## src/hw/rtl/ptp_pkg.sv

```systemverilog
package ptp_pkg;

    localparam int SHEET_COUNT  = 223;
    localparam int TILE_COLUMNS = 16;
    localparam int TILE_ROWS    = 4;

    localparam int ADDR_W  = 19;
    localparam int SHEET_W = (SHEET_COUNT > 1) ? $clog2(SHEET_COUNT) : 1;
    localparam int COL_W   = (TILE_COLUMNS > 1) ? $clog2(TILE_COLUMNS) : 1;
    localparam int TROW_W  = (TILE_ROWS > 1) ? $clog2(TILE_ROWS) : 1;

    localparam int ROW_BYTES   = TILE_COLUMNS * 4;
    localparam int STRIP_BYTES = TILE_COLUMNS * 32;
    localparam int SHEET_BYTES = TILE_COLUMNS * TILE_ROWS * 32;

    localparam int STORE_DEPTH = 24;
    localparam int STORE_AW    = $clog2(STORE_DEPTH);
    localparam int SIZE_2BPP   = 16;
    localparam int SIZE_3BPP   = 24;
    localparam int PLANE2_BASE = 16;

    localparam logic [0:0] REG_THREE_PLANE = 1'b0;

    typedef enum logic
    {
        ST_COLLECT,
        ST_EMIT
    } state_t;

    typedef enum logic [1:0]
    {
        PH_PLANE0,
        PH_PLANE1,
        PH_PLANE2
    } phase_t;

    typedef struct packed
    {
        logic       valid;
        logic [2:0] row;
        logic [7:0] p0;
        logic [7:0] p1;
        logic [7:0] p2;
    } stage_t;

    function automatic logic [7:0] pack_pair(input logic [7:0] p0, input logic [7:0] p1,
                                             input logic [7:0] p2, input logic [1:0] x);
        logic [2:0] li;
        logic [2:0] ri;
        li = {~x, 1'b1};
        ri = {~x, 1'b0};
        return {1'b0, p2[li], p1[li], p0[li], 1'b0, p2[ri], p1[ri], p0[ri]};
    endfunction

endpackage

```

## src/hw/rtl/planar_tile_to_packed_pixels_core.sv

```systemverilog
// first result path: store read register, stage register, output registers
// emission: a row of 4 results at a time (three store reads, read register, hand-over);
//   the next row is read from the store while the row before is emitted
// throughput: one request a cycle while collecting 16 or 24 bytes; no request is taken
//   while a tile is being emitted
// reset: position, byte count and mode (three-plane) reset; tile store contents are not cleared
module planar_tile_to_packed_pixels_core
    import ptp_pkg::*;
(
    input  logic        clk,
    input  logic        rst_n,
    input  logic        s_axis_tvalid,
    output logic        s_axis_tready,
    input  logic [7:0]  s_axis_tdata,   // tile_byte[7:0]
    output logic        m_axis_tvalid,
    input  logic        m_axis_tready,
    output logic [31:0] m_axis_tdata,   // packed_pair[7:0], out_address[26:8], zero[31:27]
    output logic        m_axis_tlast,
    input  logic        psel,
    input  logic        penable,
    input  logic        pwrite,
    input  logic [2:0]  paddr,
    input  logic [31:0] pwdata,
    output logic [31:0] prdata,
    output logic        pready
);

    state_t             state_reg;
    state_t             state_next;
    logic               three_plane_reg;
    logic [4:0]         count_reg;
    logic [COL_W-1:0]   col_reg;
    logic [TROW_W-1:0]  trow_reg;
    logic [SHEET_W-1:0] sheet_reg;
    logic [ADDR_W-1:0]  base_reg;
    logic [ADDR_W-1:0]  base_next;
    logic               in_accept;
    logic               complete;
    logic               start;
    logic [5:0]         size;
    logic [5:0]         count_inc;
    logic [STORE_AW-1:0] rd_addr;
    logic [7:0]         rd_data;
    stage_t             stage;
    logic               take;
    logic [7:0]         packed_pair;
    logic [ADDR_W-1:0]  out_address;
    logic               tile_done;
    logic               tile_end;
    logic               cfg_write;

    assign pready    = 1'b1;
    assign cfg_write = psel && penable && pwrite && pready && paddr[2] == REG_THREE_PLANE;
    assign prdata    = (paddr[2] == REG_THREE_PLANE) ? {31'd0, three_plane_reg} : 32'd0;

    always_ff @(posedge clk or negedge rst_n)
    begin
        if (!rst_n)
        begin
            three_plane_reg <= 1'b1;
        end
        else if (cfg_write)
        begin
            three_plane_reg <= pwdata[0];
        end
    end

    assign in_accept = s_axis_tvalid && s_axis_tready;
    assign size      = three_plane_reg ? 6'(SIZE_3BPP) : 6'(SIZE_2BPP);
    assign count_inc = {1'b0, count_reg} + 6'd1;
    assign complete  = count_inc >= size;

    // next state
    always_comb
    begin
        state_next = state_reg;
        case (state_reg)
            ST_COLLECT:
            begin
                if (in_accept && complete)
                begin
                    state_next = ST_EMIT;
                end
            end
            ST_EMIT:
            begin
                if (tile_end)
                begin
                    state_next = ST_COLLECT;
                end
            end
            default: state_next = ST_COLLECT;
        endcase
    end

    // outputs
    always_comb
    begin
        s_axis_tready = 1'b0;
        start         = 1'b0;
        case (state_reg)
            ST_COLLECT:
            begin
                s_axis_tready = 1'b1;
                start         = s_axis_tvalid && complete;
            end
            default:
            begin
                s_axis_tready = 1'b0;
                start         = 1'b0;
            end
        endcase
    end

    assign base_next = ADDR_W'(int'(sheet_reg) * SHEET_BYTES + int'(trow_reg) * STRIP_BYTES
                               + int'(col_reg) * 4);

    always_ff @(posedge clk or negedge rst_n)
    begin
        if (!rst_n)
        begin
            state_reg <= ST_COLLECT;
            count_reg <= '0;
            col_reg   <= '0;
            trow_reg  <= '0;
            sheet_reg <= '0;
        end
        else
        begin
            state_reg <= state_next;
            if (in_accept)
            begin
                count_reg <= complete ? 5'd0 : count_inc[4:0];
            end
            if (tile_end)
            begin
                if (col_reg == COL_W'(TILE_COLUMNS - 1))
                begin
                    col_reg <= '0;
                    if (trow_reg == TROW_W'(TILE_ROWS - 1))
                    begin
                        trow_reg  <= '0;
                        sheet_reg <= (sheet_reg == SHEET_W'(SHEET_COUNT - 1)) ? '0
                                     : sheet_reg + SHEET_W'(1);
                    end
                    else
                    begin
                        trow_reg <= trow_reg + TROW_W'(1);
                    end
                end
                else
                begin
                    col_reg <= col_reg + COL_W'(1);
                end
            end
        end
    end

    always_ff @(posedge clk)
    begin
        if (start)
        begin
            base_reg <= base_next;
        end
    end

    ptp_ram #(
        .WIDTH (8),
        .DEPTH (STORE_DEPTH)
    ) u_store (
        .clk   (clk),
        .we    (in_accept && count_reg < 5'(STORE_DEPTH)),
        .waddr (count_reg[STORE_AW-1:0]),
        .wdata (s_axis_tdata),
        .raddr (rd_addr),
        .rdata (rd_data)
    );

    ptp_fetch u_fetch (
        .clk         (clk),
        .rst_n       (rst_n),
        .start       (start),
        .three_plane (three_plane_reg),
        .rd_data     (rd_data),
        .rd_addr     (rd_addr),
        .stage       (stage),
        .take        (take)
    );

    ptp_pair_out u_out (
        .clk         (clk),
        .rst_n       (rst_n),
        .stage       (stage),
        .take        (take),
        .tile_base   (base_reg),
        .out_valid   (m_axis_tvalid),
        .out_ready   (m_axis_tready),
        .packed_pair (packed_pair),
        .out_address (out_address),
        .tile_done   (tile_done),
        .tile_end    (tile_end)
    );

    assign m_axis_tdata = {5'd0, out_address, packed_pair};
    assign m_axis_tlast = tile_done;

    // results appear only while a tile is being emitted
    assert property (@(posedge clk) disable iff (!rst_n)
        m_axis_tvalid |-> state_reg == ST_EMIT)
        else $error("result outside emission");

    // the byte count never runs past the tile store
    assert property (@(posedge clk) disable iff (!rst_n)
        count_reg < 5'(STORE_DEPTH))
        else $error("byte count overflow");

    // a completing request starts emission with the count cleared
    assert property (@(posedge clk) disable iff (!rst_n)
        start |=> state_reg == ST_EMIT && count_reg == 5'd0)
        else $error("tile completion not followed by emission");

    // a waiting row is never overwritten by the next row's reads
    assert property (@(posedge clk) disable iff (!rst_n)
        stage.valid && !take |=> stage.valid && $stable(stage.row))
        else $error("staged row lost");

endmodule

```

## src/hw/rtl/ptp_ram.sv

```systemverilog
module ptp_ram #(
    parameter int WIDTH = 8,
    parameter int DEPTH = 24
) (
    input  logic                     clk,
    input  logic                     we,
    input  logic [$clog2(DEPTH)-1:0] waddr,
    input  logic [WIDTH-1:0]         wdata,
    input  logic [$clog2(DEPTH)-1:0] raddr,
    output logic [WIDTH-1:0]         rdata
);

    logic [WIDTH-1:0] mem [DEPTH];

    always_ff @(posedge clk)
    begin
        if (we)
        begin
            mem[waddr] <= wdata;
        end
        rdata <= mem[raddr];
    end

endmodule

```

## src/hw/rtl/ptp_fetch.sv

```systemverilog
module ptp_fetch
    import ptp_pkg::*;
(
    input  logic                clk,
    input  logic                rst_n,
    input  logic                start,
    input  logic                three_plane,
    input  logic [7:0]          rd_data,
    output logic [STORE_AW-1:0] rd_addr,
    output stage_t              stage,
    input  logic                take
);

    logic [3:0]  row_reg;
    logic [3:0]  row_next;
    phase_t      phase_reg;
    phase_t      phase_next;
    logic        pend_reg;
    phase_t      pend_phase_reg;
    logic [2:0]  pend_row_reg;
    stage_t      stage_reg;
    stage_t      stage_next;
    logic        issue;

    // one row is three reads; hold off after the eighth row, while a full row waits or while its last read is in flight
    assign issue = !row_reg[3] && !stage_reg.valid &&
                   !(pend_reg && pend_phase_reg == PH_PLANE2);

    always_comb
    begin
        rd_addr = '0;
        case (phase_reg)
            PH_PLANE0: rd_addr = STORE_AW'({row_reg[2:0], 1'b0});
            PH_PLANE1: rd_addr = STORE_AW'({row_reg[2:0], 1'b1});
            PH_PLANE2: rd_addr = STORE_AW'(PLANE2_BASE) + STORE_AW'(row_reg[2:0]);
            default:   rd_addr = '0;
        endcase
    end

    always_comb
    begin
        row_next   = row_reg;
        phase_next = phase_reg;
        if (start)
        begin
            row_next   = '0;
            phase_next = PH_PLANE0;
        end
        else if (issue)
        begin
            case (phase_reg)
                PH_PLANE0: phase_next = PH_PLANE1;
                PH_PLANE1: phase_next = PH_PLANE2;
                default:
                begin
                    phase_next = PH_PLANE0;
                    row_next   = row_reg + 4'd1;
                end
            endcase
        end
    end

    always_comb
    begin
        stage_next = stage_reg;
        if (take)
        begin
            stage_next.valid = 1'b0;
        end
        if (pend_reg)
        begin
            case (pend_phase_reg)
                PH_PLANE0: stage_next.p0 = rd_data;
                PH_PLANE1: stage_next.p1 = rd_data;
                PH_PLANE2:
                begin
                    stage_next.p2    = three_plane ? rd_data : 8'd0;
                    stage_next.row   = pend_row_reg;
                    stage_next.valid = 1'b1;
                end
                default: stage_next = stage_reg;
            endcase
        end
    end

    always_ff @(posedge clk or negedge rst_n)
    begin
        if (!rst_n)
        begin
            row_reg         <= 4'd8;
            phase_reg       <= PH_PLANE0;
            pend_reg        <= 1'b0;
            pend_phase_reg  <= PH_PLANE0;
            stage_reg       <= '0;
        end
        else
        begin
            row_reg         <= row_next;
            phase_reg       <= phase_next;
            pend_reg        <= issue && !start;
            pend_phase_reg  <= phase_reg;
            stage_reg       <= stage_next;
        end
    end

    always_ff @(posedge clk)
    begin
        pend_row_reg   <= row_reg[2:0];
    end

    assign stage = stage_reg;

endmodule

```

## src/hw/rtl/ptp_pair_out.sv

```systemverilog
module ptp_pair_out
    import ptp_pkg::*;
(
    input  logic              clk,
    input  logic              rst_n,
    input  stage_t            stage,
    output logic              take,
    input  logic [ADDR_W-1:0] tile_base,
    output logic              out_valid,
    input  logic              out_ready,
    output logic [7:0]        packed_pair,
    output logic [ADDR_W-1:0] out_address,
    output logic              tile_done,
    output logic              tile_end
);

    logic              busy_reg;
    logic [1:0]        pair_reg;
    logic [2:0]        row_reg;
    logic [7:0]        p0_reg;
    logic [7:0]        p1_reg;
    logic [7:0]        p2_reg;
    logic              accept;
    logic              row_end;
    logic [ADDR_W-1:0] offset;

    assign accept  = busy_reg && out_ready;
    assign row_end = accept && pair_reg == 2'd3;
    assign take    = stage.valid && (!busy_reg || row_end);

    always_ff @(posedge clk or negedge rst_n)
    begin
        if (!rst_n)
        begin
            busy_reg <= 1'b0;
            pair_reg <= '0;
        end
        else if (take)
        begin
            busy_reg <= 1'b1;
            pair_reg <= '0;
        end
        else if (accept)
        begin
            pair_reg <= pair_reg + 2'd1;
            if (row_end)
            begin
                busy_reg <= 1'b0;
            end
        end
    end

    always_ff @(posedge clk)
    begin
        if (take)
        begin
            row_reg <= stage.row;
            p0_reg  <= stage.p0;
            p1_reg  <= stage.p1;
            p2_reg  <= stage.p2;
        end
    end

    assign offset      = ADDR_W'(int'(row_reg) * ROW_BYTES + int'(pair_reg));
    assign out_valid   = busy_reg;
    assign packed_pair = pack_pair(p0_reg, p1_reg, p2_reg, pair_reg);
    assign out_address = tile_base + offset;
    assign tile_done   = busy_reg && row_reg == 3'd7 && pair_reg == 2'd3;
    assign tile_end    = accept && tile_done;

endmodule

```

## config.mk

```make
export PLATFORM = sky130hd
export DESIGN_NAME = planar_tile_to_packed_pixels_core
export DESIGN_NICKNAME = d
export VERILOG_FILES = /design/src/hw/rtl/ptp_pkg.sv /design/src/hw/rtl/planar_tile_to_packed_pixels_core.sv /design/src/hw/rtl/ptp_ram.sv /design/src/hw/rtl/ptp_fetch.sv /design/src/hw/rtl/ptp_pair_out.sv
export SDC_FILE = /design/constraint.sdc
export NUM_CORES = 1
export LEC_CHECK = 0
export BUFFER_PORTS_ARGS = -buffer_cell sky130_fd_sc_hd__buf_2
export CAP_MARGIN = 20
export CELL_PAD_IN_SITES_DETAIL_PLACEMENT = 0
export CELL_PAD_IN_SITES_GLOBAL_PLACEMENT = 1
export CORE_MARGIN = 2
export CORE_UTILIZATION = 54
export DETAILED_ROUTE_END_ITERATION = 7
export PLACE_DENSITY_LB_ADDON = 0.1
export SKIP_LAST_GASP = 1
export SLEW_MARGIN = 10
export SYNTH_ARGS = -nofsm -noshare
export SYNTH_HDL_FRONTEND = slang
export SYNTH_HIERARCHICAL = 1
export SYNTH_SLANG_ARGS = --single-unit
```

## constraint.sdc

```tcl
create_clock -name clk -period 9.5 [get_ports clk]
set_input_delay 0.475 -clock clk [delete_from_list [all_inputs] [get_ports clk]]
set_output_delay 0.475 -clock clk [all_outputs]
set_load 0.05 [all_outputs]
```

# Yosys cells after proc, flatten, opt, wreduce, memory -nomap -nowiden
# Memories as Yosys holds them, arrays and structs flattened. A register that Yosys moved wholly into a read port is not among the register bits.
# Cells that the tools add are included.
[word_totals]
input_bits = 50
memories = 1
wordCells = 136
ramBits = 192
out_inout_bits = 68
register_bits = 110
[op_classes]
n_reduce_logical = 38
n_mux = 44
n_eq_ne = 11
order_cmp = 4
n_addsub = 11
n_bitwise = 4
[memory_table]
columns = ["memory", "words", "width", "rd", "rd_clocked_by_memory_dff", "write_ports", "line_no", "rtl"]
rows = [
  ["u_store.mem", 24, 8, 1, 1, 1, "ptp_ram.sv:13", "logic [WIDTH-1:0] mem [DEPTH];"],
]
[ops]
columns = ["cell", "n"]
rows = [
  ["$mux W8", 5],
  ["$mux W28", 1],
  ["$mux W4", 5],
  ["$add A19 B11 Y19", 1],
  ["$add A19 B19 Y19", 1],
  ["$add A19 B6 Y19", 1],
  ["$logic_and A1 B1 Y1", 17],
  ["$mux W1", 17],
  ["$pmux W5 S3", 1],
  ["$bmux W1 S2", 6],
  ["$reduce_and A2 Y1", 6],
  ["$add A9 B2 Y10", 1],
  ["$mux W2", 5],
  ["$add A4 B1 Y4 const B", 2],
  ["$add A8 B1 Y8 const B", 1],
  ["$eq A2 B2 Y1 const B", 4],
  ["$eq A8 B8 Y1 const B", 1],
  ["$lt A3 B4 Y1 const B", 2],
  ["$pmux W4 S2", 1],
  ["$add A5 B1 Y6 const B", 1],
  ["$ge A6 B5 Y1", 1],
  ["$reduce_and A3 Y1", 2],
  ["$reduce_bool A2 Y1", 3],
  ["$add A5 B3 Y5 const A", 1],
  ["other kinds (16)", 26],
]

# Depth between registers and ports, before layout
# Gate-level depths: netlist of the first run.
[logic_depth]
ltp_word = 7
depth_mapped = 12
depth_no_buf = 10

# Hierarchy
# The synthesis of the first run kept the hierarchy.
[by_module_without_submodules]
columns = ["mod", "instances", "area_per_inst_um2", "seq_area_each_um2", "cells_per_inst"]
rows = [
  ["ptp_ram", 1, 7719.9, 5925.7, 383],
  ["planar_tile_to_packed_pixels_core", 1, 1944.4, 947.2, 180],
  ["ptp_fetch", 1, 1595.3, 987.2, 129],
  ["ptp_pair_out", 1, 1581.5, 885.8, 112],
]

# Least setup slack after synthesis of the first run
# OpenSTA, ideal clock, no wires.
[synth_path]
path_kind = "reg-to-reg"
from = "reg count_reg[2]"
to = "reg u_fetch.row_reg[0]"
arrival_time_ps = 2960
required_ps = 9374
path_stages_with_launch = 13
synth_period_minus_slack_ps = 3086
setup_slack_ps = 6414
setup_ps = 126
path_buffers = 2
cell_sequence = "dfrtp_1 > clkbuf_1 > and3_1 > xnor2_1 > ha_1 > maj3_1 > o22ai_1 > a21boi_1 > nor2_1 > clkbuf_1 > nor2_1 > nand3_1 > o21ai_0"
[synth_between]
elab_chain_len = 6
word_cells_on_any_way = 8
classes_between = "add/sub (1); order compare (1); eq/ne (1); mux (2); reduce/logical (3)"
[synth_lines]
columns = ["item", "line_no", "rtl"]
rows = [
  ["start: declaration", "planar_tile_to_packed_pixels_core.sv:31", "logic [4:0] count_reg;"],
  ["start signal: assignment", "planar_tile_to_packed_pixels_core.sv:133", "count_reg <= complete ? 5'd0 : count_inc[4:0];"],
  ["$add A5 B1 Y6 *", "planar_tile_to_packed_pixels_core.sv:70", "assign count_inc = {1'b0, count_reg} + 6'd1;"],
  ["$ge A6 B5 Y1 *", "planar_tile_to_packed_pixels_core.sv:71", "assign complete = count_inc >= size;"],
  ["$logic_and A1 B1 Y1 *", "planar_tile_to_packed_pixels_core.sv:105", "start = s_axis_tvalid && complete;"],
  ["$mux W1 *", "planar_tile_to_packed_pixels_core.sv:101", "case (state_reg)"],
  ["via start", "planar_tile_to_packed_pixels_core.sv:39", "logic start;"],
  ["$ne A2 B1 Y1 (no line) or $reduce_bool A2 Y1 (tied branches)", "-", ""],
  ["$reduce_and A2 Y1 (no line)", "-", ""],
  ["end signal: assignment", "ptp_fetch.sv:98", "row_reg <= row_next;"],
  ["end: declaration", "ptp_fetch.sv:14", "logic [3:0] row_reg;"],
]
# Mark *: on every way through the listed nets, which the timed path passes. The rest lies on a longest branch.
# A chain may end at the register's enable or synchronous reset.

# Final worst setup path of the first run
[layout_path]
from = "reg u_fetch.phase_reg[1]"
to = "reg u_store.rdata[5], read port of u_store.mem"
[layout_between]
elab_chain_len = 2
word_cells_on_any_way = 4
classes_between = "eq/ne (2); mux (1); reduce/logical (1)"
[layout_lines]
columns = ["item", "line_no", "rtl"]
rows = [
  ["start: declaration", "ptp_fetch.sv:16", "phase_t phase_reg;"],
  ["start signal: assignment", "ptp_fetch.sv:99", "phase_reg <= phase_next;"],
  ["$eq A2 B2 Y1, or another cell as far along", "ptp_fetch.sv:32", "case (phase_reg)"],
  ["$pmux W5 S3 *", "ptp_fetch.sv:32", ""],
  ["via rd_addr[4]", "planar_tile_to_packed_pixels_core.sv:42", "logic [STORE_AW-1:0] rd_addr;"],
  ["end: declaration", "ptp_ram.sv:10", "output logic [WIDTH-1:0] rdata"],
]
# Marked as above.

==> insert_results.sql, run 1 <==
INSERT INTO impl_metrics (metric_group, metric, value, unit) VALUES
('synth', 'ys_async_sr_fraction', '0.200', ''),
('power', 'power.net_switching', '1.34', 'mW'),
('worst_setup_path', 'slowest_stage', 'sky130_fd_sc_hd__buf_4', ''),
('routing', 'detailedRoute.firstPassIterationCount', '4', ''),
('sta', 'min_period', '3.27', 'ns'),
('power', 'power_frac_seq', '0.414', ''),
('worst_setup_path', 'path_delay_family', 'buffers and inverters', ''),
('cts', 'clk-insertion-delay-late', '0.50', 'ns'),
('synth', 'dominantRegCellSynth', 'sky130_fd_sc_hd__edfxtp_1', ''),
('worst_setup_path', 'critPathMaxFanout', '50', ''),
('sta', 'achievable-frequency', '0.306', 'GHz'),
('sta', 'hold_viol', '0', ''),
('power', 'powerDensity', '297', 'nW/um2'),
('floorplanning', 'die_area', '25000', 'um2'),
('power', 'combinationalPowerShare', '0.282', ''),
('sta', 'relSlewSlack', '0.349', ''),
('final_layout', 'ant_cells', '0', ''),
('place', 'globalplace.congestion', '0.798', ''),
('synth', 'post_syn_area_per_cell', '16.0', 'um2'),
('flow_run', 'timing.max_cap.violations', '0', ''),
('floorplanning', 'design.portCount', '118', ''),
('synth', 'syn_inst', '804', ''),
('worst_setup_path', 'crit_path_cell_trace', 'nor2b_1 -> buf_4 -> nand2_1 -> o21ai_4 -> buf_4 -> mux4_2 -> a2bb2oi_1 -> nand3_1 -> o311ai_1', ''),
('global_route', 'grt_remaining_overflow', '0', ''),
('cts', 'worst_setup_hold_path_clk_slew', '0.06', 'ns'),
('worst_setup_path', 'setup.worst_path.class', 'reg2reg', ''),
('final_layout', 'final_nets', '927', ''),
('routing', 'post_drt_via_cell_ratio', '5.59', ''),
('final_layout', 'post_route_cells_drive_above_1_share', '0.209', ''),
('routing', 'sum_of_routed_wire_segments_on_met1', '10.2', 'mm'),
('cts', 'cts_tree', 'built', ''),
('floorplanning', 'die_width', '158', 'um'),
('global_route', 'first_pass_grt_wire_length', '37.3', 'mm'),
('floorplanning', 'core_region_area', '23400', 'um2'),
('routing', 'wirelength', '24.2', 'mm'),
('synth', 'synth_cell_types', '73', ''),
('cts', 'cts-hold-fix-buffers', '0', ''),
('worst_setup_path', 'worstReg2RegStart', 'u_fetch/phase_reg[1]', ''),
('worst_setup_path', 'crit_path_start_kind', 'flip-flop', ''),
('routing', 'ant_nets', '0', ''),
('synth', 'ys.warnings.count', '6', ''),
('synth', 'yosys_register_bits', '305', ''),
('cts', 'clk_path_buf_depth', '3', ''),
('final_layout', 'largest_register_ffs', '192', ''),
('power', 'cellInternalPower', '2.93', 'mW'),
('power', 'total_leakage_power', '5.18', 'nW'),
('cts', 'cts.sink_count', '305', ''),
('cts', 'numCtsBuffers', '34', ''),
('run_status', 'run_status', 'complete, no violations', ''),
('routing', 'route.met2.wl', '12.2', 'mm'),
('worst_setup_path', 'rrSetupSlack', '6.23', 'ns'),
('synth', 'synth_edf_count', '233', ''),
('routing', 'drt_iter0_markers', '444', ''),
('hold_path', 'min_path_type', 'in2async', ''),
('place', 'portBuffers', '45', ''),
('global_route', 'grt_start_max_net_pins', '62', ''),
('sta', 'report.final.slew_viol_count', '0', ''),
('floorplanning', 'initial_utilization', '0.549', ''),
('worst_setup_path', 'worst-endpoint-required', '9.83', 'ns'),
('routing', 'wl_met3', '1.26', 'mm'),
('routing', 'post-route-drc-count', '0', ''),
('synth', 'syn-cell-area', '12800', 'um2'),
('worst_setup_path', 'crit_path_frequent_cell', 'sky130_fd_sc_hd__buf_4', ''),
('routing', 'wire_per_inst', '20.1', 'um'),
('worst_setup_path', 'critical_path.reg2reg.endpoint', 'u_store/rdata[5]', ''),
('worst_setup_path', 'crit_buf_inv', '2', ''),
('final_layout', 'fillCellCount', '1752', ''),
('floorplanning', 'die_height', '158', 'um'),
('floorplanning', 'num_rows', '56', ''),
('sta', 'tightestPinTransition', '0.977', 'ns'),
('cts', 'cts.repair.resized', '0', '');
-- worst max-delay path by stage --
stage                                    start                  to  cells after the start
after floorplan                   count_reg[2]  u_fetch/row_reg[0]                     12
after global placement    u_fetch/phase_reg[1]    u_store/rdata[6]                      8
after detailed placement          count_reg[2]  u_fetch/row_reg[1]                      9
after CTS                         count_reg[2]  u_fetch/row_reg[1]                      9
after global routing      u_fetch/phase_reg[1]    u_store/rdata[7]                      9
final                     u_fetch/phase_reg[1]    u_store/rdata[5]                      9
-- cell families (layout without fill, tap and decap cells) --
family / count (synthesis) / in the layout / share of synthesized area
other: 3 / 45 / 0.000877
AO/OA/AOI/OAI: 93 / 93 / 0.0496
flip-flops: 305 / 305 / 0.681
adder cells (fa/ha/maj): 16 / 16 / 0.0160
AND/OR/NAND/NOR: 175 / 175 / 0.0754
XOR/XNOR: 22 / 22 / 0.0150
multiplexers: 103 / 103 / 0.119
buffers and inverters: 87 / 127 / 0.0427
-- through the flow --
stage	util	instance area, um2	setup WS (ns)	hold slack [ns]
6_report	0.613	14300	6.23	0.149
2_1_floorplan	-	13000	6.41	0.179
3_5_place_dp	0.564	13200	6.12	0.413
4_1_cts	0.612	14300	6.10	0.171
5_1_grt	0.613	14300	5.99	0.208
3_3_place_gp	0.564	13200	6.23	0.409
-- synth_stat cells, types with 2 or more instances --
| library cell | instances | area (um2) |
|---|---|---|
| sky130_fd_sc_hd__or3b_2 | 2 | 17.5 |
| sky130_fd_sc_hd__clkbuf_1 | 10 | 37.5 |
| sky130_fd_sc_hd__a2bb2oi_1 | 9 | 78.8 |
| sky130_fd_sc_hd__mux2i_1 | 44 | 440 |
| sky130_fd_sc_hd__nand2b_1 | 6 | 37.5 |
| sky130_fd_sc_hd__o21ai_0 | 19 | 95.1 |
| sky130_fd_sc_hd__or3_1 | 4 | 25.0 |
| sky130_fd_sc_hd__edfxtp_1 | 233 | 7000 |
| sky130_fd_sc_hd__o21ai_1 | 4 | 20.0 |
| sky130_fd_sc_hd__nand2_1 | 55 | 206 |
| sky130_fd_sc_hd__dfrtp_1 | 59 | 1480 |
| sky130_fd_sc_hd__nor2_1 | 39 | 146 |
| sky130_fd_sc_hd__mux4_2 | 38 | 856 |
| sky130_fd_sc_hd__nor3b_1 | 3 | 22.5 |
| sky130_fd_sc_hd__o22ai_1 | 2 | 12.5 |
| sky130_fd_sc_hd__nand4_1 | 5 | 31.3 |
| sky130_fd_sc_hd__and4_1 | 3 | 26.3 |
| sky130_fd_sc_hd__a21o_1 | 3 | 22.5 |
| sky130_fd_sc_hd__buf_2 | 11 | 55.1 |
| sky130_fd_sc_hd__mux2_2 | 21 | 236 |
| sky130_fd_sc_hd__nor2b_1 | 6 | 37.5 |
| sky130_fd_sc_hd__nand4b_1 | 3 | 26.3 |
| sky130_fd_sc_hd__buf_1 | 4 | 15.0 |
| sky130_fd_sc_hd__dfxtp_1 | 11 | 220 |
| sky130_fd_sc_hd__and3_1 | 2 | 12.5 |
| sky130_fd_sc_hd__and2_1 | 7 | 43.8 |
| sky130_fd_sc_hd__o211ai_1 | 10 | 75.1 |
| sky130_fd_sc_hd__xnor2_1 | 9 | 78.8 |
| sky130_fd_sc_hd__nand3b_1 | 4 | 30.0 |
| sky130_fd_sc_hd__inv_1 | 15 | 56.3 |
| sky130_fd_sc_hd__conb_1 | 3 | 11.3 |
| sky130_fd_sc_hd__buf_4 | 40 | 300 |
| sky130_fd_sc_hd__buf_6 | 5 | 56.3 |
| sky130_fd_sc_hd__nand3_1 | 19 | 95.1 |
| sky130_fd_sc_hd__ha_1 | 14 | 175 |
| sky130_fd_sc_hd__a21boi_1 | 2 | 15.0 |
| sky130_fd_sc_hd__xor2_1 | 13 | 114 |
| sky130_fd_sc_hd__a21oi_1 | 15 | 75.1 |
| sky130_fd_sc_hd__o22a_1 | 2 | 17.5 |
| sky130_fd_sc_hd__dfstp_2 | 2 | 52.6 |
| sky130_fd_sc_hd__a22oi_1 | 8 | 60.1 |
| sky130_fd_sc_hd__a31oi_1 | 2 | 12.5 |
| sky130_fd_sc_hd__o311ai_1 | 8 | 70.1 |
-- layout by cell type (no fill, tap or decap), types with 4 or more instances in the layout --
master	n
sky130_fd_sc_hd__xnor2_1	9
sky130_fd_sc_hd__nand4_1	5
sky130_fd_sc_hd__or3_1	4
sky130_fd_sc_hd__mux4_2	38
sky130_fd_sc_hd__inv_1	15
sky130_fd_sc_hd__nand2b_1	6
sky130_fd_sc_hd__xor2_1	13
sky130_fd_sc_hd__dfxtp_1	11
sky130_fd_sc_hd__clkbuf_1	12
sky130_fd_sc_hd__bufinv_16	4
sky130_fd_sc_hd__mux2i_1	44
sky130_fd_sc_hd__nand2_1	55
sky130_fd_sc_hd__ha_1	14
sky130_fd_sc_hd__conb_1	45
sky130_fd_sc_hd__clkbuf_16	35
sky130_fd_sc_hd__and2_1	7
sky130_fd_sc_hd__a2bb2oi_1	9
sky130_fd_sc_hd__mux2_2	21
sky130_fd_sc_hd__buf_4	6
sky130_fd_sc_hd__nand3b_1	4
sky130_fd_sc_hd__dfrtp_1	59
sky130_fd_sc_hd__a22oi_1	8
sky130_fd_sc_hd__nor2_1	38
sky130_fd_sc_hd__nand3_1	19
sky130_fd_sc_hd__nor2b_1	5
sky130_fd_sc_hd__o21ai_1	4
sky130_fd_sc_hd__a21oi_1	15
sky130_fd_sc_hd__o211ai_1	10
sky130_fd_sc_hd__buf_2	45
sky130_fd_sc_hd__o21ai_0	16
sky130_fd_sc_hd__edfxtp_1	233
sky130_fd_sc_hd__o311ai_1	8
-- layer usage --
metal  global-route usage  vias to the layer above
li1                     -                     3102
met1                0.267                     3423
met2                0.340                      163
met3               0.0334                       43
met4               0.0738                        0
met5                    0                        -
-- power groups by stage --
stage | clock [mW] | combinational [mW] | sequential [mW]
final | 1.30 | 1.20 | 1.76
after global placement | 0 | 1.19 | 1.78
after detailed placement | 0 | 1.21 | 1.79
after global routing | 1.39 | 1.30 | 1.79
after CTS | 1.33 | 1.21 | 1.77
after floorplan | 0 | 1.00 | 1.73
-- layout make-up --
class                   instances  area [um2]  share of cell area
flip-flops and latches        305        8750               0.610
multi-input cells             454        3740               0.261
clock buffers                  50         962              0.0671
well taps                     319         399              0.0278
repair buffers                 52         285              0.0199
clock inverters                10         155              0.0108
inverters                      15        56.3             0.00393
No activity file was read; power rests on OpenSTA's default activity.
==> run 2, diff against run 1 <==
- ABC_AREA: not set -> 1
- CORE_UTILIZATION: 54 -> 47
- clock period: 9.5 -> 3.4 ns (I/O delays scaled with it)
==> insert_results.sql, run 2 <==
INSERT INTO impl_metrics (metric_group, metric, value, unit) VALUES
('global_route', 'grt_start_max_net_pins', '97', ''),
('worst_setup_path', 'crit_path_start_kind', 'flip-flop', ''),
('cts', 'cts_tree', 'built', ''),
('power', 'total_leakage_power', '6.66', 'nW'),
('place', 'portBuffers', '45', ''),
('place', 'globalplace.congestion', '0.807', ''),
('final_layout', 'layout.cells.most_common_list', 'sky130_fd_sc_hd__nand2_1 (357), sky130_fd_sc_hd__edfxtp_1 (233), sky130_fd_sc_hd__inv_1 (168), sky130_fd_sc_hd__nand3_1 (159), sky130_fd_sc_hd__nor2_1 (119)', ''),
('synth', 'synth-simple-area-share', '0.208', ''),
('worst_setup_path', 'worst-endpoint-required', '3.85', 'ns'),
('synth', 'synth_adder_area_share', '0.0141', ''),
('cts', 'cts.sink_count', '305', ''),
('routing', 'num_vias', '9068', ''),
('final_layout', 'finalInstanceArea', '15500', 'um2'),
('sta', 'unrepaired_setup_endpoints_after_global_routing', 'no', ''),
('routing', 'detailedRoute.firstPassIterationCount', '5', ''),
('sta', 'tightestPinTransition', '0.855', 'ns'),
('worst_setup_path', 'rrSetupSlack', '0.80', 'ns'),
('floorplanning', 'design.portCount', '118', ''),
('cts', 'worst_setup_hold_path_clk_slew', '0.06', 'ns'),
('synth', 'post_synth_most_frequent_cells', 'sky130_fd_sc_hd__nand2_1 (357), sky130_fd_sc_hd__edfxtp_1 (233), sky130_fd_sc_hd__inv_1 (168)', ''),
('floorplanning', 'num_rows', '62', ''),
('final_layout', 'fillCellCount', '2617', ''),
('sta', 'timing.clock.skew', '0.0187', 'ns'),
('final_layout', 'largest_register_ffs', '192', ''),
('synth', 'synth.largest_area_cell', 'sky130_fd_sc_hd__edfxtp_1', ''),
('synth', 'synth_compound_gate_area_share', '0.0471', ''),
('sta', 'fin_crit_sh', '0.763', ''),
('final_layout', 'multi_input_area', '4010', 'um2'),
('routing', 'post-route-drc-count', '0', ''),
('sta', 'setup-violations-final', '0', ''),
('floorplanning', 'initial_utilization', '0.479', ''),
('floorplanning', 'core_region_area', '28900', 'um2'),
('final_layout', 'mostFrequentLayoutCell', 'sky130_fd_sc_hd__nand2_1', ''),
('synth', 'ys_async_sr_fraction', '0.200', ''),
('sta', 'achievable-frequency', '0.385', 'GHz'),
('synth', 'synth_cell_types', '40', ''),
('synth', 'synth_edf_count', '233', ''),
('final_layout', 'final_nets', '1514', ''),
('synth', 'post_syn_area_per_cell', '9.96', 'um2'),
('floorplanning', 'die_area', '30800', 'um2'),
('final_layout', 'sequential_cell_area', '8750', 'um2'),
('sta', 'hold_viol', '0', ''),
('floorplanning', 'die_width', '175', 'um'),
('worst_setup_path', 'setup.worst_path.class', 'reg2reg', ''),
('hold_path', 'hold-path-cell-count', '4', ''),
('cts', 'post_cts_buffers', '0', ''),
('sta', 'relSlewSlack', '0.428', ''),
('synth', 'largest_family_of_logic_cells_by_synthesized_area', 'simple AND/OR/NAND/NOR gates', ''),
('synth', 'syn_inst', '1387', ''),
('place', 'place.detailed.hpwl', '18.9', 'mm'),
('routing', 'post_drt_via_cell_ratio', '4.88', ''),
('synth', 'ys.warnings.count', '6', ''),
('power', 'powerDensity', '856', 'nW/um2'),
('sta', 'setup_total_negative_slack', '0', 'ns'),
('hold_path', 'hp-start', 'm_axis_tready', ''),
('final_layout', 'post_route_cells_drive_above_1_share', '0.101', ''),
('hold_path', 'hold_end', 'u_out/pair_reg[1]', ''),
('synth', 'synth-xor-area-share', '0.00761', ''),
('final_layout', 'area_growth', '11.9', '%'),
('final_layout', 'ant_cells', '0', ''),
('power', 'irDropWorstVdd', '0.473', 'mV'),
('synth', 'post_synth_main_area_contributors', 'sky130_fd_sc_hd__edfxtp_1 (51%), sky130_fd_sc_hd__dfrtp_1 (11%), sky130_fd_sc_hd__nand2_1 (9.7%)', ''),
('cts', 'clockRootBuffer', 'sky130_fd_sc_hd__clkbuf_16', ''),
('sta', 'min_period', '2.60', 'ns'),
('global_route', 'grt_pass1_vias', '8510', ''),
('global_route', 'grt_remaining_overflow', '0', ''),
('place', 'place_area', '14300', 'um2'),
('cts', 'numCtsBuffers', '35', ''),
('global_route', 'antenna_found_initial', '0', ''),
('synth', 'yosysSeqAreaShare', '0.633', ''),
('cts', 'clk-insertion-delay-late', '0.50', 'ns'),
('synth', 'yosys_register_bits', '305', ''),
('flow_run', 'timing.max_cap.violations', '0', ''),
('cts', 'cts_htree_levels', '2', ''),
('worst_setup_path', 'worstReg2RegStart', 'u_fetch/phase_reg[1]', ''),
('worst_setup_path', 'worst_r2r_path_depth', '15', ''),
('routing', 'wirelength', '29.5', 'mm'),
('worst_setup_path', 'critPathCaptureType', 'flip-flop', ''),
('worst_setup_path', 'worst-endpoint-arrival', '3.04', 'ns'),
('global_route', 'track_usage', '0.194', ''),
('sta', 'report.final.slew_viol_count', '0', ''),
('run_status', 'run_status', 'complete, no violations', ''),
('synth', 'dominantRegCellSynth', 'sky130_fd_sc_hd__edfxtp_1', ''),
('routing', 'wire_per_inst', '15.9', 'um'),
('hold_path', 'min_path_type', 'in2reg', ''),
('global_route', 'first_pass_grt_wire_length', '46.2', 'mm'),
('synth', 'synthDominantCellAreaShare', '0.507', ''),
('worst_setup_path', 'critPathMaxFanout', '39', ''),
('floorplanning', 'die_height', '175', 'um'),
('synth', 'syn-cell-area', '13800', 'um2'),
('cts', 'clk_path_buf_depth', '3', ''),
('routing', 'drt_iter0_markers', '658', ''),
('synth', 'synth.area.mux_share', '0.000815', ''),
('synth', 'synth.most_common_cell', 'sky130_fd_sc_hd__nand2_1', ''),
('worst_setup_path', 'critical_path.reg2reg.endpoint', 'u_store/rdata[4]', ''),
('routing', 'ant_nets', '0', '');
run 2: cell types whose count changed in the layout (fill, tap and decap cells not counted), moves of 8 or more:
| cell | delta |
|---|---|
| sky130_fd_sc_hd__mux2i_1 | -44 |
| sky130_fd_sc_hd__mux4_2 | -38 |
| sky130_fd_sc_hd__buf_4 | +13 |
| sky130_fd_sc_hd__mux2_2 | -20 |
| sky130_fd_sc_hd__a2bb2oi_1 | -9 |
| sky130_fd_sc_hd__nand3_1 | +140 |
| sky130_fd_sc_hd__nand2_1 | +302 |
| sky130_fd_sc_hd__inv_1 | +153 |
| sky130_fd_sc_hd__o21ai_1 | +38 |
| sky130_fd_sc_hd__clkbuf_1 | -8 |
| sky130_fd_sc_hd__o311ai_1 | -8 |
| sky130_fd_sc_hd__o21ai_0 | +18 |
| sky130_fd_sc_hd__nor2_1 | +81 |
| sky130_fd_sc_hd__a22oi_1 | -8 |
run 2: through the flow:
step	utilization	cells	power, mW	setup WS (ns)	hold slack, ns
after floorplan	-	1429	8.49	0.993	-0.126
after global placement	0.495	1792	9.62	0.811	0.190
after detailed placement	0.495	1792	9.68	0.803	0.183
after CTS	0.536	1857	13.3	0.800	0.0759
after global routing	0.536	1857	14.1	0.571	0.132
final	0.536	1857	13.2	0.805	0.0912
run 2: how the worst max path moves through the flow:
stage                               from                to  cells after the start
finish              u_fetch/phase_reg[1]  u_store/rdata[4]                     15
global route        u_fetch/phase_reg[1]  u_store/rdata[3]                     14
CTS                 u_fetch/phase_reg[1]  u_store/rdata[4]                     14
detailed placement  u_fetch/phase_reg[1]  u_store/rdata[4]                     14
global placement    u_fetch/phase_reg[1]  u_store/rdata[4]                     14
floorplan                u_out/out_valid   u_out/p0_reg[0]                      3
run 2: critical path, stage by stage (launching register included):
cell,delay (ns)
sky130_fd_sc_hd__dfrtp_1,0.50
sky130_fd_sc_hd__inv_2,0.13
sky130_fd_sc_hd__nor2_1,0.05
sky130_fd_sc_hd__buf_4,0.18
sky130_fd_sc_hd__nand2_1,0.11
sky130_fd_sc_hd__o21ai_4,0.08
sky130_fd_sc_hd__inv_2,0.40
sky130_fd_sc_hd__buf_12,0.28
sky130_fd_sc_hd__nand2_1,0.07
sky130_fd_sc_hd__nand2_1,0.06
sky130_fd_sc_hd__nand2_1,0.05
sky130_fd_sc_hd__nand3_1,0.11
sky130_fd_sc_hd__nand3_1,0.18
sky130_fd_sc_hd__nand2_1,0.16
sky130_fd_sc_hd__nand2_1,0.11
sky130_fd_sc_hd__nand2_1,0.07
run 2: cell type report:
cell class                      instances  area share
Sequential cell                       305       0.566
Multi-Input combinational cell        864       0.260
Clock buffer                           41      0.0594
Inverter                              173      0.0420
Tap cell                              384      0.0311
Timing Repair Buffer                   70      0.0290
Clock inverter                         20      0.0129
run 2: what timing repair did:
item / in CTS / in global routing
gates resized for setup: 0 / 0
endpoints found under the hold margin: 21 / 0
hold buffers: 4 / 0
run 2: metal layers:
layer,up-vias,part of all wire,global-route usage
met5,-,0,0
met1,4215,0.45,0.259
met2,194,0.49,0.331
met4,0,0.022,0.0592
met3,42,0.040,0.0279
li1,4617,-,-
run 2: logic make-up (layout without fill, tap and decap cells):
group / count (synthesis) / after routing
mux: 1 / 1
buf+inv: 260 / 304
other cells: 3 / 45
fa+ha+maj: 15 / 15
xor+xnor: 12 / 12
simple gates: 675 / 675
compound gates: 116 / 116
flops: 305 / 305
run 2: where the power goes:
part           switching [mW]  leakage (nW)  internal, mW
Combinational            3.25          3.13          1.29
Clock                    1.40         0.554          2.23
Sequential              0.409          2.98          4.66
Total                    5.06          6.66          8.17
